==> src/assert_macros.svh <==
// Assertion macros shared by the scheduler RTL.
// Needs signals named clk and arst_n in the scope of each use.
`ifndef ASSERT_MACROS_SVH
`define ASSERT_MACROS_SVH

// property checked at every clock edge, off during reset
`define ASSERT_CLK(label, prop, msg) \
	label: assert property (@(posedge clk) disable iff (!arst_n) prop) else $error(msg);

// consequent checked in the cycle after the antecedent
`define ASSERT_NEXT(label, ante, cons, msg) \
	label: assert property (@(posedge clk) disable iff (!arst_n) (ante) |=> (cons)) else $error(msg);

`endif

==> src/mlfts_pkg.sv <==
// Shared types and constants of the multilevel feedback task scheduler.
// No dependencies; used by the channel interfaces and the top level.
package mlfts_pkg;

	localparam int LEVELS_DEF         = 4;
	localparam int QUEUE_DEPTH_DEF    = 16;
	localparam int RESOURCE_TYPES_DEF = 4;

	localparam int NUM_CFG   = 4;
	localparam int CFG_IDX_W = 2;
	localparam int LIMIT_W   = 2;
	localparam int ID_W      = 8;
	localparam int PRIO_W    = 3;
	localparam int TIME_W    = 16;
	localparam int LVL_OUT_W = 2;
	localparam int STATUS_W  = 3;

	localparam logic [TIME_W-1:0] QUANTUM = TIME_W'(1);

	localparam logic [LIMIT_W-1:0] LIMIT_RESET [NUM_CFG] = '{2'd2, 2'd1, 2'd1, 2'd2};

	typedef enum logic [CFG_IDX_W-1:0] {
		CFG_PRINTER = 2'd0,
		CFG_SCANNER = 2'd1,
		CFG_MODEM   = 2'd2,
		CFG_DISC    = 2'd3
	} cfg_idx_t;

	typedef enum logic {
		REQ_ARRIVAL = 1'b0,
		REQ_TICK    = 1'b1
	} req_type_t;

	typedef enum logic [STATUS_W-1:0] {
		ST_ADMITTED     = 3'd0,
		ST_INVALID      = 3'd1,
		ST_TOO_MANY     = 3'd2,
		ST_QUEUE_FULL   = 3'd3,
		ST_SLICE_RUN    = 3'd4,
		ST_COMPLETED    = 3'd5,
		ST_IDLE         = 3'd6,
		ST_REQUEUE_DROP = 3'd7
	} status_t;

	// one queue slot: task id over remaining quanta
	typedef struct packed {
		logic [ID_W-1:0]   id;
		logic [TIME_W-1:0] rem;
	} entry_t;

endpackage

==> src/mlfts_req_if.sv <==
// Request channel of the scheduler: task arrivals and dispatch ticks.
// Depends on mlfts_pkg.
interface mlfts_req_if import mlfts_pkg::*; ();
	logic                valid;
	logic                ready;
	logic                req_type;
	logic [ID_W-1:0]     task_id;
	logic [PRIO_W-1:0]   priority_level;
	logic [TIME_W-1:0]   run_time;
	logic [LIMIT_W-1:0]  need_printer;
	logic [LIMIT_W-1:0]  need_scanner;
	logic [LIMIT_W-1:0]  need_modem;
	logic [LIMIT_W-1:0]  need_disc;

	modport source (
		output valid, req_type, task_id, priority_level, run_time,
		output need_printer, need_scanner, need_modem, need_disc,
		input  ready
	);
	modport sink (
		input  valid, req_type, task_id, priority_level, run_time,
		input  need_printer, need_scanner, need_modem, need_disc,
		output ready
	);
endinterface

==> src/mlfts_rsp_if.sv <==
// Result channel of the scheduler: one beat per request.
// Depends on mlfts_pkg.
interface mlfts_rsp_if import mlfts_pkg::*; ();
	logic                 valid;
	logic                 ready;
	logic [STATUS_W-1:0]  status;
	logic [ID_W-1:0]      out_task;
	logic [LVL_OUT_W-1:0] run_level;
	logic [TIME_W-1:0]    run_quanta;
	logic [TIME_W-1:0]    time_left;
	logic [LVL_OUT_W-1:0] next_level;

	modport source (
		output valid, status, out_task, run_level, run_quanta, time_left, next_level,
		input  ready
	);
	modport sink (
		input  valid, status, out_task, run_level, run_quanta, time_left, next_level,
		output ready
	);
endinterface

==> src/mlfts_ram.sv <==
// Generic single-port-write, single-port-read RAM with registered read data.
// No dependencies.
module mlfts_ram #(
	parameter int WIDTH = 8,
	parameter int DEPTH = 16,
	localparam int AW = $clog2(DEPTH)
) (
	input  logic             clk,
	input  logic             we,
	input  logic [AW-1:0]    waddr,
	input  logic [WIDTH-1:0] wdata,
	input  logic [AW-1:0]    raddr,
	output logic [WIDTH-1:0] rdata
);

	logic [WIDTH-1:0] mem [DEPTH];

	always_ff @(posedge clk) begin
		if (we) begin
			mem[waddr] <= wdata;
		end
		rdata <= mem[raddr];
	end

endmodule

==> src/multilevel_feedback_task_scheduler.sv <==
// Top level of the multilevel feedback task scheduler.
// Depends on mlfts_pkg, mlfts_req_if, mlfts_rsp_if, mlfts_ram, assert_macros.svh.
//
// Usage:
//   req carries arrivals (req_type 0) and dispatch ticks (req_type 1); rsp returns
//   exactly one beat per request, in order. cfg_we/cfg_index/cfg_wdata write the
//   four resource limits; write them only while no request is in flight.
// Timing and throughput:
//   A request is resolved in the cycle it is accepted and its result sits in the
//   output register in the cycle after. One request per cycle is sustained while
//   rsp.ready stays high. The queue RAM is read ahead: every cycle the head slot of
//   the level that the next tick would serve is fetched, with a bypass when that
//   slot is written in the same cycle, so the RAM read port sets no extra wait.
// Stall:
//   req.ready is high while the output register is empty or being drained; if the
//   receiver holds rsp.ready low, one result waits and further requests stall.
// Reset:
//   arst_n clears all queues (head, tail, count per level) and the output valid,
//   and loads the default limits 2, 1, 1, 2. No clearing pass is needed.
`include "assert_macros.svh"

module multilevel_feedback_task_scheduler
	import mlfts_pkg::*;
#(
	parameter int LEVELS         = LEVELS_DEF,
	parameter int QUEUE_DEPTH    = QUEUE_DEPTH_DEF,
	parameter int RESOURCE_TYPES = RESOURCE_TYPES_DEF
) (
	input  logic                 clk,
	input  logic                 arst_n,
	input  logic                 cfg_we,
	input  logic [CFG_IDX_W-1:0] cfg_index,
	input  logic [LIMIT_W-1:0]   cfg_wdata,
	mlfts_req_if.sink            req,
	mlfts_rsp_if.source          rsp
);

	localparam int LVL_W  = $clog2(LEVELS);
	localparam int PTR_W  = $clog2(QUEUE_DEPTH);
	localparam int CNT_W  = $clog2(QUEUE_DEPTH + 1);
	localparam int ADDR_W = $clog2(LEVELS * QUEUE_DEPTH);
	localparam int ENT_W  = $bits(entry_t);

	localparam logic [LVL_W-1:0]  LAST_LVL  = LVL_W'(LEVELS - 1);
	localparam logic [PRIO_W:0]   LEVELS_CMP = (PRIO_W + 1)'(LEVELS);
	localparam logic [CNT_W-1:0]  FULL_CNT  = CNT_W'(QUEUE_DEPTH);
	localparam logic [PTR_W-1:0]  LAST_PTR  = PTR_W'(QUEUE_DEPTH - 1);

	function automatic logic [PTR_W-1:0] wrap_next(input logic [PTR_W-1:0] p);
		wrap_next = (p == LAST_PTR) ? '0 : p + PTR_W'(1);
	endfunction

	// queue bookkeeping
	logic [PTR_W-1:0]   head_q  [LEVELS];
	logic [PTR_W-1:0]   tail_q  [LEVELS];
	logic [CNT_W-1:0]   count_q [LEVELS];
	logic [PTR_W-1:0]   head_n  [LEVELS];
	logic [PTR_W-1:0]   tail_n  [LEVELS];
	logic [CNT_W-1:0]   count_n [LEVELS];
	logic [LIMIT_W-1:0] limit_q [NUM_CFG];
	logic [LIMIT_W-1:0] need    [NUM_CFG];

	// output register
	logic                 rsp_valid_q;
	status_t              status_q;
	logic [ID_W-1:0]      task_q;
	logic [LVL_OUT_W-1:0] run_level_q;
	logic [TIME_W-1:0]    run_quanta_q;
	logic [TIME_W-1:0]    time_left_q;
	logic [LVL_OUT_W-1:0] next_level_q;

	// decision
	logic                 accept;
	logic                 any_busy;
	logic [LVL_W-1:0]     pick_lvl;
	logic [LVL_W-1:0]     demote_lvl;
	logic [LVL_W-1:0]     arr_lvl;
	logic                 arr_invalid;
	logic                 res_over;
	entry_t               head_e;
	logic [TIME_W-1:0]    rem_next;
	status_t              o_status;
	logic [ID_W-1:0]      o_task;
	logic [LVL_OUT_W-1:0] o_run_level;
	logic [TIME_W-1:0]    o_quanta;
	logic [TIME_W-1:0]    o_left;
	logic [LVL_OUT_W-1:0] o_next_level;
	logic                 push_en;
	logic [LVL_W-1:0]     push_lvl;
	entry_t               push_e;
	logic                 pop_en;

	// RAM and lookahead read
	logic [ADDR_W-1:0]    wr_addr;
	logic [ADDR_W-1:0]    rd_addr;
	logic [ENT_W-1:0]     ram_rdata;
	logic [LVL_W-1:0]     look_lvl;
	logic                 bypass_q;
	entry_t               byp_data_q;

	assign accept    = req.valid && req.ready;
	assign req.ready = !rsp_valid_q || rsp.ready;

	assign need[0] = req.need_printer;
	assign need[1] = req.need_scanner;
	assign need[2] = req.need_modem;
	assign need[3] = req.need_disc;

	assign arr_lvl     = req.priority_level[LVL_W-1:0];
	assign arr_invalid = ({1'b0, req.priority_level} >= LEVELS_CMP) || (req.run_time == '0);

	always_comb begin
		res_over = 1'b0;
		for (int i = 0; i < NUM_CFG; i++) begin
			if (i < RESOURCE_TYPES && need[i] > limit_q[i]) begin
				res_over = 1'b1;
			end
		end
	end

	// first non-empty level, level 0 wins
	always_comb begin
		any_busy = 1'b0;
		pick_lvl = '0;
		for (int l = LEVELS - 1; l >= 0; l--) begin
			if (count_q[l] != '0) begin
				any_busy = 1'b1;
				pick_lvl = LVL_W'(l);
			end
		end
	end

	assign head_e     = bypass_q ? byp_data_q : entry_t'(ram_rdata);
	assign demote_lvl = (pick_lvl == LAST_LVL) ? pick_lvl : pick_lvl + LVL_W'(1);
	assign rem_next   = (head_e.rem > QUANTUM) ? head_e.rem - QUANTUM : '0;

	always_comb begin
		o_status     = ST_IDLE;
		o_task       = '0;
		o_run_level  = '0;
		o_quanta     = '0;
		o_left       = '0;
		o_next_level = '0;
		push_en      = 1'b0;
		push_lvl     = '0;
		push_e       = '{id: req.task_id, rem: req.run_time};
		pop_en       = 1'b0;
		if (accept) begin
			if (req.req_type == REQ_ARRIVAL) begin
				o_task = req.task_id;
				if (arr_invalid) begin
					o_status = ST_INVALID;
				end else if (res_over) begin
					o_status = ST_TOO_MANY;
				end else if (count_q[arr_lvl] == FULL_CNT) begin
					o_status = ST_QUEUE_FULL;
				end else begin
					o_status = ST_ADMITTED;
					push_en  = 1'b1;
					push_lvl = arr_lvl;
				end
			end else if (any_busy) begin
				pop_en      = 1'b1;
				o_task      = head_e.id;
				o_run_level = LVL_OUT_W'(pick_lvl);
				if (pick_lvl == '0) begin
					o_status = ST_COMPLETED;
					o_quanta = head_e.rem;
				end else begin
					o_quanta = QUANTUM;
					o_left   = rem_next;
					if (rem_next == '0) begin
						o_status = ST_COMPLETED;
					end else begin
						o_next_level = LVL_OUT_W'(demote_lvl);
						push_e       = '{id: head_e.id, rem: rem_next};
						// the last level pops before it pushes, so it always has room
						if (demote_lvl == pick_lvl || count_q[demote_lvl] != FULL_CNT) begin
							o_status = ST_SLICE_RUN;
							push_en  = 1'b1;
							push_lvl = demote_lvl;
						end else begin
							o_status = ST_REQUEUE_DROP;
						end
					end
				end
			end
		end
	end

	always_comb begin
		for (int l = 0; l < LEVELS; l++) begin
			head_n[l]  = head_q[l];
			tail_n[l]  = tail_q[l];
			count_n[l] = count_q[l];
			if (pop_en && pick_lvl == LVL_W'(l)) begin
				head_n[l]  = wrap_next(head_q[l]);
				count_n[l] = count_n[l] - CNT_W'(1);
			end
			if (push_en && push_lvl == LVL_W'(l)) begin
				tail_n[l]  = wrap_next(tail_q[l]);
				count_n[l] = count_n[l] + CNT_W'(1);
			end
		end
	end

	// level the next tick would serve, from the updated counts
	always_comb begin
		look_lvl = '0;
		for (int l = LEVELS - 1; l >= 0; l--) begin
			if (count_n[l] != '0) begin
				look_lvl = LVL_W'(l);
			end
		end
	end

	assign wr_addr = ADDR_W'(push_lvl) * ADDR_W'(QUEUE_DEPTH) + ADDR_W'(tail_q[push_lvl]);
	assign rd_addr = ADDR_W'(look_lvl) * ADDR_W'(QUEUE_DEPTH) + ADDR_W'(head_n[look_lvl]);

	mlfts_ram #(
		.WIDTH (ENT_W),
		.DEPTH (LEVELS * QUEUE_DEPTH)
	) u_queue_ram (
		.clk   (clk),
		.we    (push_en),
		.waddr (wr_addr),
		.wdata (push_e),
		.raddr (rd_addr),
		.rdata (ram_rdata)
	);

	always_ff @(posedge clk or negedge arst_n) begin
		if (!arst_n) begin
			for (int l = 0; l < LEVELS; l++) begin
				head_q[l]  <= '0;
				tail_q[l]  <= '0;
				count_q[l] <= '0;
			end
			bypass_q    <= 1'b0;
			rsp_valid_q <= 1'b0;
		end else begin
			for (int l = 0; l < LEVELS; l++) begin
				head_q[l]  <= head_n[l];
				tail_q[l]  <= tail_n[l];
				count_q[l] <= count_n[l];
			end
			// slot being written is the one fetched: RAM returns stale data
			bypass_q <= push_en && (wr_addr == rd_addr);
			if (accept) begin
				rsp_valid_q <= 1'b1;
			end else if (rsp.ready) begin
				rsp_valid_q <= 1'b0;
			end
		end
	end

	always_ff @(posedge clk or negedge arst_n) begin
		if (!arst_n) begin
			for (int i = 0; i < NUM_CFG; i++) begin
				limit_q[i] <= LIMIT_RESET[i];
			end
		end else if (cfg_we) begin
			case (cfg_idx_t'(cfg_index))
				CFG_PRINTER: limit_q[CFG_PRINTER] <= cfg_wdata;
				CFG_SCANNER: limit_q[CFG_SCANNER] <= cfg_wdata;
				CFG_MODEM:   limit_q[CFG_MODEM]   <= cfg_wdata;
				CFG_DISC:    limit_q[CFG_DISC]    <= cfg_wdata;
				default: begin
				end
			endcase
		end
	end

	always_ff @(posedge clk) begin
		byp_data_q <= push_e;
		if (accept) begin
			status_q     <= o_status;
			task_q       <= o_task;
			run_level_q  <= o_run_level;
			run_quanta_q <= o_quanta;
			time_left_q  <= o_left;
			next_level_q <= o_next_level;
		end
	end

	assign rsp.valid      = rsp_valid_q;
	assign rsp.status     = status_q;
	assign rsp.out_task   = task_q;
	assign rsp.run_level  = run_level_q;
	assign rsp.run_quanta = run_quanta_q;
	assign rsp.time_left  = time_left_q;
	assign rsp.next_level = next_level_q;

	// ---- assertions ----
	for (genvar g = 0; g < LEVELS; g++) begin : g_chk
		logic [PTR_W:0] ptr_sum;
		logic [PTR_W:0] ptr_wrap;
		assign ptr_sum  = {1'b0, head_q[g]} + (PTR_W + 1)'(count_q[g]);
		assign ptr_wrap = (ptr_sum >= (PTR_W + 1)'(QUEUE_DEPTH)) ?
			ptr_sum - (PTR_W + 1)'(QUEUE_DEPTH) : ptr_sum;

		`ASSERT_CLK(a_count_range, count_q[g] <= FULL_CNT, "queue count above depth")
		`ASSERT_CLK(a_ptr_track, tail_q[g] == ptr_wrap[PTR_W-1:0], "tail out of step with head and count")
	end

	`ASSERT_CLK(a_requeue_level, rsp.valid && (rsp.status == ST_SLICE_RUN || rsp.status == ST_REQUEUE_DROP) |-> rsp.run_level != '0, "requeue from level 0")
	`ASSERT_NEXT(a_arrival_code, accept && req.req_type == REQ_ARRIVAL, rsp.valid && rsp.status <= ST_QUEUE_FULL, "arrival gave a dispatch status")

endmodule
==> src/flat_wrapper.sv <==
// flat-port wrapper written by rule: the top's interface ports become plain ports
module multilevel_feedback_task_scheduler_flat import mlfts_pkg::*;
#(
	parameter int LEVELS         = LEVELS_DEF,
	parameter int QUEUE_DEPTH    = QUEUE_DEPTH_DEF,
	parameter int RESOURCE_TYPES = RESOURCE_TYPES_DEF
)
  (clk, arst_n, cfg_we, cfg_index, cfg_wdata, req_valid, req_req_type, req_task_id, req_priority_level, req_run_time, req_need_printer, req_need_scanner, req_need_modem, req_need_disc, req_ready, rsp_valid, rsp_status, rsp_out_task, rsp_run_level, rsp_run_quanta, rsp_time_left, rsp_next_level, rsp_ready);
  mlfts_req_if req_i ();
  mlfts_rsp_if rsp_i ();
  input  logic clk;
  input  logic arst_n;
  input  logic cfg_we;
  input  logic [CFG_IDX_W-1:0] cfg_index;
  input  logic [LIMIT_W-1:0] cfg_wdata;
  input wire logic [$bits(req_i.valid)-1:0] req_valid;
  input wire logic [$bits(req_i.req_type)-1:0] req_req_type;
  input wire logic [$bits(req_i.task_id)-1:0] req_task_id;
  input wire logic [$bits(req_i.priority_level)-1:0] req_priority_level;
  input wire logic [$bits(req_i.run_time)-1:0] req_run_time;
  input wire logic [$bits(req_i.need_printer)-1:0] req_need_printer;
  input wire logic [$bits(req_i.need_scanner)-1:0] req_need_scanner;
  input wire logic [$bits(req_i.need_modem)-1:0] req_need_modem;
  input wire logic [$bits(req_i.need_disc)-1:0] req_need_disc;
  output wire logic [$bits(req_i.ready)-1:0] req_ready;
  output wire logic [$bits(rsp_i.valid)-1:0] rsp_valid;
  output wire logic [$bits(rsp_i.status)-1:0] rsp_status;
  output wire logic [$bits(rsp_i.out_task)-1:0] rsp_out_task;
  output wire logic [$bits(rsp_i.run_level)-1:0] rsp_run_level;
  output wire logic [$bits(rsp_i.run_quanta)-1:0] rsp_run_quanta;
  output wire logic [$bits(rsp_i.time_left)-1:0] rsp_time_left;
  output wire logic [$bits(rsp_i.next_level)-1:0] rsp_next_level;
  input wire logic [$bits(rsp_i.ready)-1:0] rsp_ready;
  assign req_i.valid = req_valid;
  assign req_i.req_type = req_req_type;
  assign req_i.task_id = req_task_id;
  assign req_i.priority_level = req_priority_level;
  assign req_i.run_time = req_run_time;
  assign req_i.need_printer = req_need_printer;
  assign req_i.need_scanner = req_need_scanner;
  assign req_i.need_modem = req_need_modem;
  assign req_i.need_disc = req_need_disc;
  assign req_ready = req_i.ready;
  assign rsp_valid = rsp_i.valid;
  assign rsp_status = rsp_i.status;
  assign rsp_out_task = rsp_i.out_task;
  assign rsp_run_level = rsp_i.run_level;
  assign rsp_run_quanta = rsp_i.run_quanta;
  assign rsp_time_left = rsp_i.time_left;
  assign rsp_next_level = rsp_i.next_level;
  assign rsp_i.ready = rsp_ready;
  multilevel_feedback_task_scheduler #(.LEVELS(LEVELS), .QUEUE_DEPTH(QUEUE_DEPTH), .RESOURCE_TYPES(RESOURCE_TYPES)) u_core (.clk(clk), .arst_n(arst_n), .cfg_we(cfg_we), .cfg_index(cfg_index), .cfg_wdata(cfg_wdata), .req(req_i), .rsp(rsp_i));
endmodule
==> config.mk <==
export PLATFORM = sky130hd
export DESIGN_NAME = multilevel_feedback_task_scheduler_flat
export DESIGN_NICKNAME = d
export VERILOG_FILES = /design/src/mlfts_pkg.sv /design/src/mlfts_req_if.sv /design/src/mlfts_rsp_if.sv /design/src/mlfts_ram.sv /design/src/multilevel_feedback_task_scheduler.sv /design/src/flat_wrapper.sv
export VERILOG_INCLUDE_DIRS = /design/src /design/src/src
export SDC_FILE = /design/constraint.sdc
export NUM_CORES = 2
export LEC_CHECK = 0
export BUFFER_PORTS_ARGS = -buffer_cell sky130_fd_sc_hd__buf_4
export CORE_ASPECT_RATIO = 1.4
export CORE_MARGIN = 2
export CORE_UTILIZATION = 45
export CTS_CLUSTER_SIZE = 24
export DETAILED_ROUTE_END_ITERATION = 10
export PLACE_DENSITY_LB_ADDON = 0.3
export SYNTH_ARGS = -nofsm -noshare
export SYNTH_HDL_FRONTEND = slang
export SYNTH_SLANG_ARGS = --single-unit
==> constraint.sdc <==
create_clock -name clk -period 13.9 [get_ports clk]
set_input_delay 0.695 -clock clk [delete_from_list [all_inputs] [get_ports clk]]
set_output_delay 0.695 -clock clk [all_outputs]
set_load 0.02 [all_outputs]
==> qor.txt <==
Worst EP required = 14,640 ps
Final min period = 9540 ps
Commonest non-fill, non-tap cell in the layout = edfxtp_1
Post-CTS Repair Setup Buffers = 0
Iteration count of the initial detailed-routing pass = 7
Type of the worst setup path = register to register
Synth Area in XOR/XNOR = 0.871%
Seq/Total Area, Yosys = 72.3%
Vias in the first global route = 42.6k
Syn_area_per_cell = 13.2 um2
CTS Buffer Depth = 3
Starting Density = 45.2%
Outcome = finished clean
Fin crit share = 68.6%
Cell Chain, Critical Path = buf_4 > mux2i_1 > ha_1 > nand3_1 > xnor2_1 > o2111ai_1 > and4bb_1 > a21boi_2 > o211ai_2 > mux2i_2 > nand3_1 > mux2_4 > buf_4 > and2_4 > buf_12 > buf_12 > nand2_1 > a32o_1 > a2111oi_0 > buf_4 > a211o_1
Peak Freq = 0.105 GHz
RR Startpoint = u_core.bypass_q
Clk_skew = 30.9 ps
Final wirelength = 202,000 um
Max VDD drop = 0.211 mV
Final setup violation count = 0
Mapped Nets = 5,339
Die area = 0.157 mm2
Clock-pin slew on the worst setup and hold paths = 60 ps
Worst-Margin Slew = 1290 ps
Critical Path Source Type = register
# clock sinks = 1,693
RSZ-0062 raised after global routing = no
Yosys reg bits = 1,693
FF-to-FF End = u_core.u_queue_ram.rdata[4]
Die Span Y = 468 um
Finished Layout Cells = 7,419
Post-DRT Antenna Nets = 0
Total GRT Usage = 25.3%
Area Overhead vs Synth = 11.9%
Post-layout net count = 5,394
Worst Setup End Kind = register
Capture point of the worst path = u_core.u_queue_ram.rdata[4]
Main synth FF type = edfxtp_1
Largest net degree at the start of global routing = 197
Bufs and invs on worst path = 5
CTS root buffer = clkbuf_16
Buffers on Ports = 93
Hold-fix buffers, CTS = 0
Cell variety after synth = 93
Area after DPL = 0.0727 mm2
Cells after synthesis = 5,264
Slowest CP cell = and2_4
Clk_lat worst skew = 800 ps
Via count = 45.0k
Max-slew headroom at the worst pin = 13.9%
Max-Cap Viols = 0
Most common cell on crit path = buf_4
Core Area = 0.153 mm2
Top Family by Delay on Critical Path = buffers and inverters
Post-DP HPWL = 118,000 um
Core Rows = 170
Reg2Reg Setup Slack = 4360 ps
Share of layout cells above drive strength 1 = 11.8%
First-pass GRT wire length = 291,000 um
Synth Area in Compound Gates = 8.06%
Grt ovf = 0
Drt drc = 0
Hold slack = 30.8 ps
Leakage power total = 26.2 nW
CTS resizes = 0
Simple-gate share of the synthesized area = 13.9%
Fillers = 12.8k
Die Width = 336 um
Adder-cell share of the synthesized area = 0.542%
Largest family of logic cells by synthesized area = simple AND/OR/NAND/NOR gates
Hold Path Class = primary input to asynchronous set/reset pin
DR WL/cell = 27.2 um
Avg Vias per Cell = 6.07
Post-synthesis cell area = 0.0693 mm2
Most frequent cells in the layout = edfxtp_1, nand2_1, nand3_1
I/O pin cnt = 94
Slew Limit Fails = 0
Hold Violations, Final = 0
Design area = 0.0775 mm2
Placed cells = 7,144
Power per cell area = 206 mW/mm2
Critical path launch point = u_core.bypass_q
H-tree depth = 4
Worst path max stage delay = 820 ps
Critical path depth = 21
Number of synthesized flops with an enable pin = 1,583
RePlAce Congestion = 0.911
Overall power = 16.0 mW
Initial DRC Count = 5,308
Setup_tns = 0 ps
CP max FO = 156
CTS tree = yes
Arrival @ worst endpoint = 10,280 ps
CTS Buf Count = 151
Worst reg2reg path depth = 21
YS warnings = 0
Async set-or-reset flop fraction in the synthesized netlist = 3.66%
Mux contribution to synthesized area = 1.90%
Initial antenna violation count = 6
[stage by stage]
stage	setup slack [ps]	util, %
floorplan	6530	-
global placement	4120	47.5
detailed placement	4430	47.5
CTS	4380	50.6
global route	3820	50.6
finish	4360	50.6
[metal layers]
metal  global-route usage, %  vias up  routed length (um)
met5                       0        -                  40
met4                    16.1        6               13900
met3                    3.78      434               15200
met2                    41.2     2124               96800
met1                    31.8    22700               76100
li1                        -    19800                   -
[final cells by class]
type                            instances  area (um2)  share of cell area [%]
Sequential cell                      1693       50100                    64.6
Multi-Input combinational cell       3201       18100                    23.4
Clock buffer                          193        4090                    5.28
Tap cell                             1978        2470                    3.19
Timing Repair Buffer                  243        1910                    2.47
Clock inverter                         81         723                   0.933
Inverter                               29         109                   0.140
Antenna cell                            1        2.50                 0.00323
[flip-flops by register name, indices dropped and copies added, names as in the netlist]
signal                    count
u_core.byp_data_q            24
u_core.u_queue_ram.mem     1536
u_core.rsp.valid              1
u_core.count_q               20
u_core.rsp.run_quanta        16
u_core.rsp.time_left         16
u_core.head_q                16
u_core.rsp.out_task           8
u_core.rsp.next_level         2
u_core.rsp.status             3
u_core.limit_q                8
u_core.rsp.run_level          2
u_core.tail_q                16
u_core.bypass_q               1
u_core.u_queue_ram.rdata     24
[worst min-delay path by stage]
stage / from / slack (ps) / end
after floorplan: arst_n / 400 / u_core.bypass_q
after global placement: u_core.limit_q[3] / 490 / u_core.limit_q[3]
after detailed placement: u_core.limit_q[5] / 500 / u_core.limit_q[5]
after CTS: arst_n / 30 / u_core.limit_q[6]
after global routing: arst_n / 70 / u_core.limit_q[3]
final: arst_n / 30 / u_core.limit_q[3]
[logic make-up (layout without fill, tap and decap cells)]
| kind of cell | after synthesis | after routing |
|---|---|---|
| other | 0 | 1 |
| buffers and inverters | 370 | 546 |
| flip-flops | 1693 | 1693 |
| multiplexers | 126 | 126 |
| XOR/XNOR | 68 | 68 |
| adder cells (fa/ha/maj) | 30 | 30 |
| AO/OA/AOI/OAI | 808 | 808 |
| AND/OR/NAND/NOR | 2169 | 2169 |
[cells in the mapped netlist, types with 32 or more instances]
cell type  count  area share [%]
a211oi_1      93             1.0
a21oi_1      193             1.4
a311oi_1      47            0.59
a31oi_1      119             1.1
and3_1        98            0.89
buf_2        119            0.86
buf_4         32            0.35
clkbuf_1     155            0.84
dfrtp_1       58             2.1
dfxtp_1       48             1.4
edfxtp_1    1583              69
mux2_2        34            0.55
mux2i_1       89             1.3
nand2_1     1257             6.8
nand3_1      444             3.2
nor2_1       152            0.82
nor3_1        67            0.48
o21ai_0       92            0.66
xnor2_1       42            0.53
[report_power, final]
group	total [mW]	leakage, nW	switching, mW	internal (mW)
clock	4.15	2.37	1.86	2.29
sequential	6.00	15.5	0.217	5.78
combinational	5.82	8.33	4.18	1.64
total	16.0	26.2	6.25	9.72
Note: power is estimated with default switching activity, not from simulation.
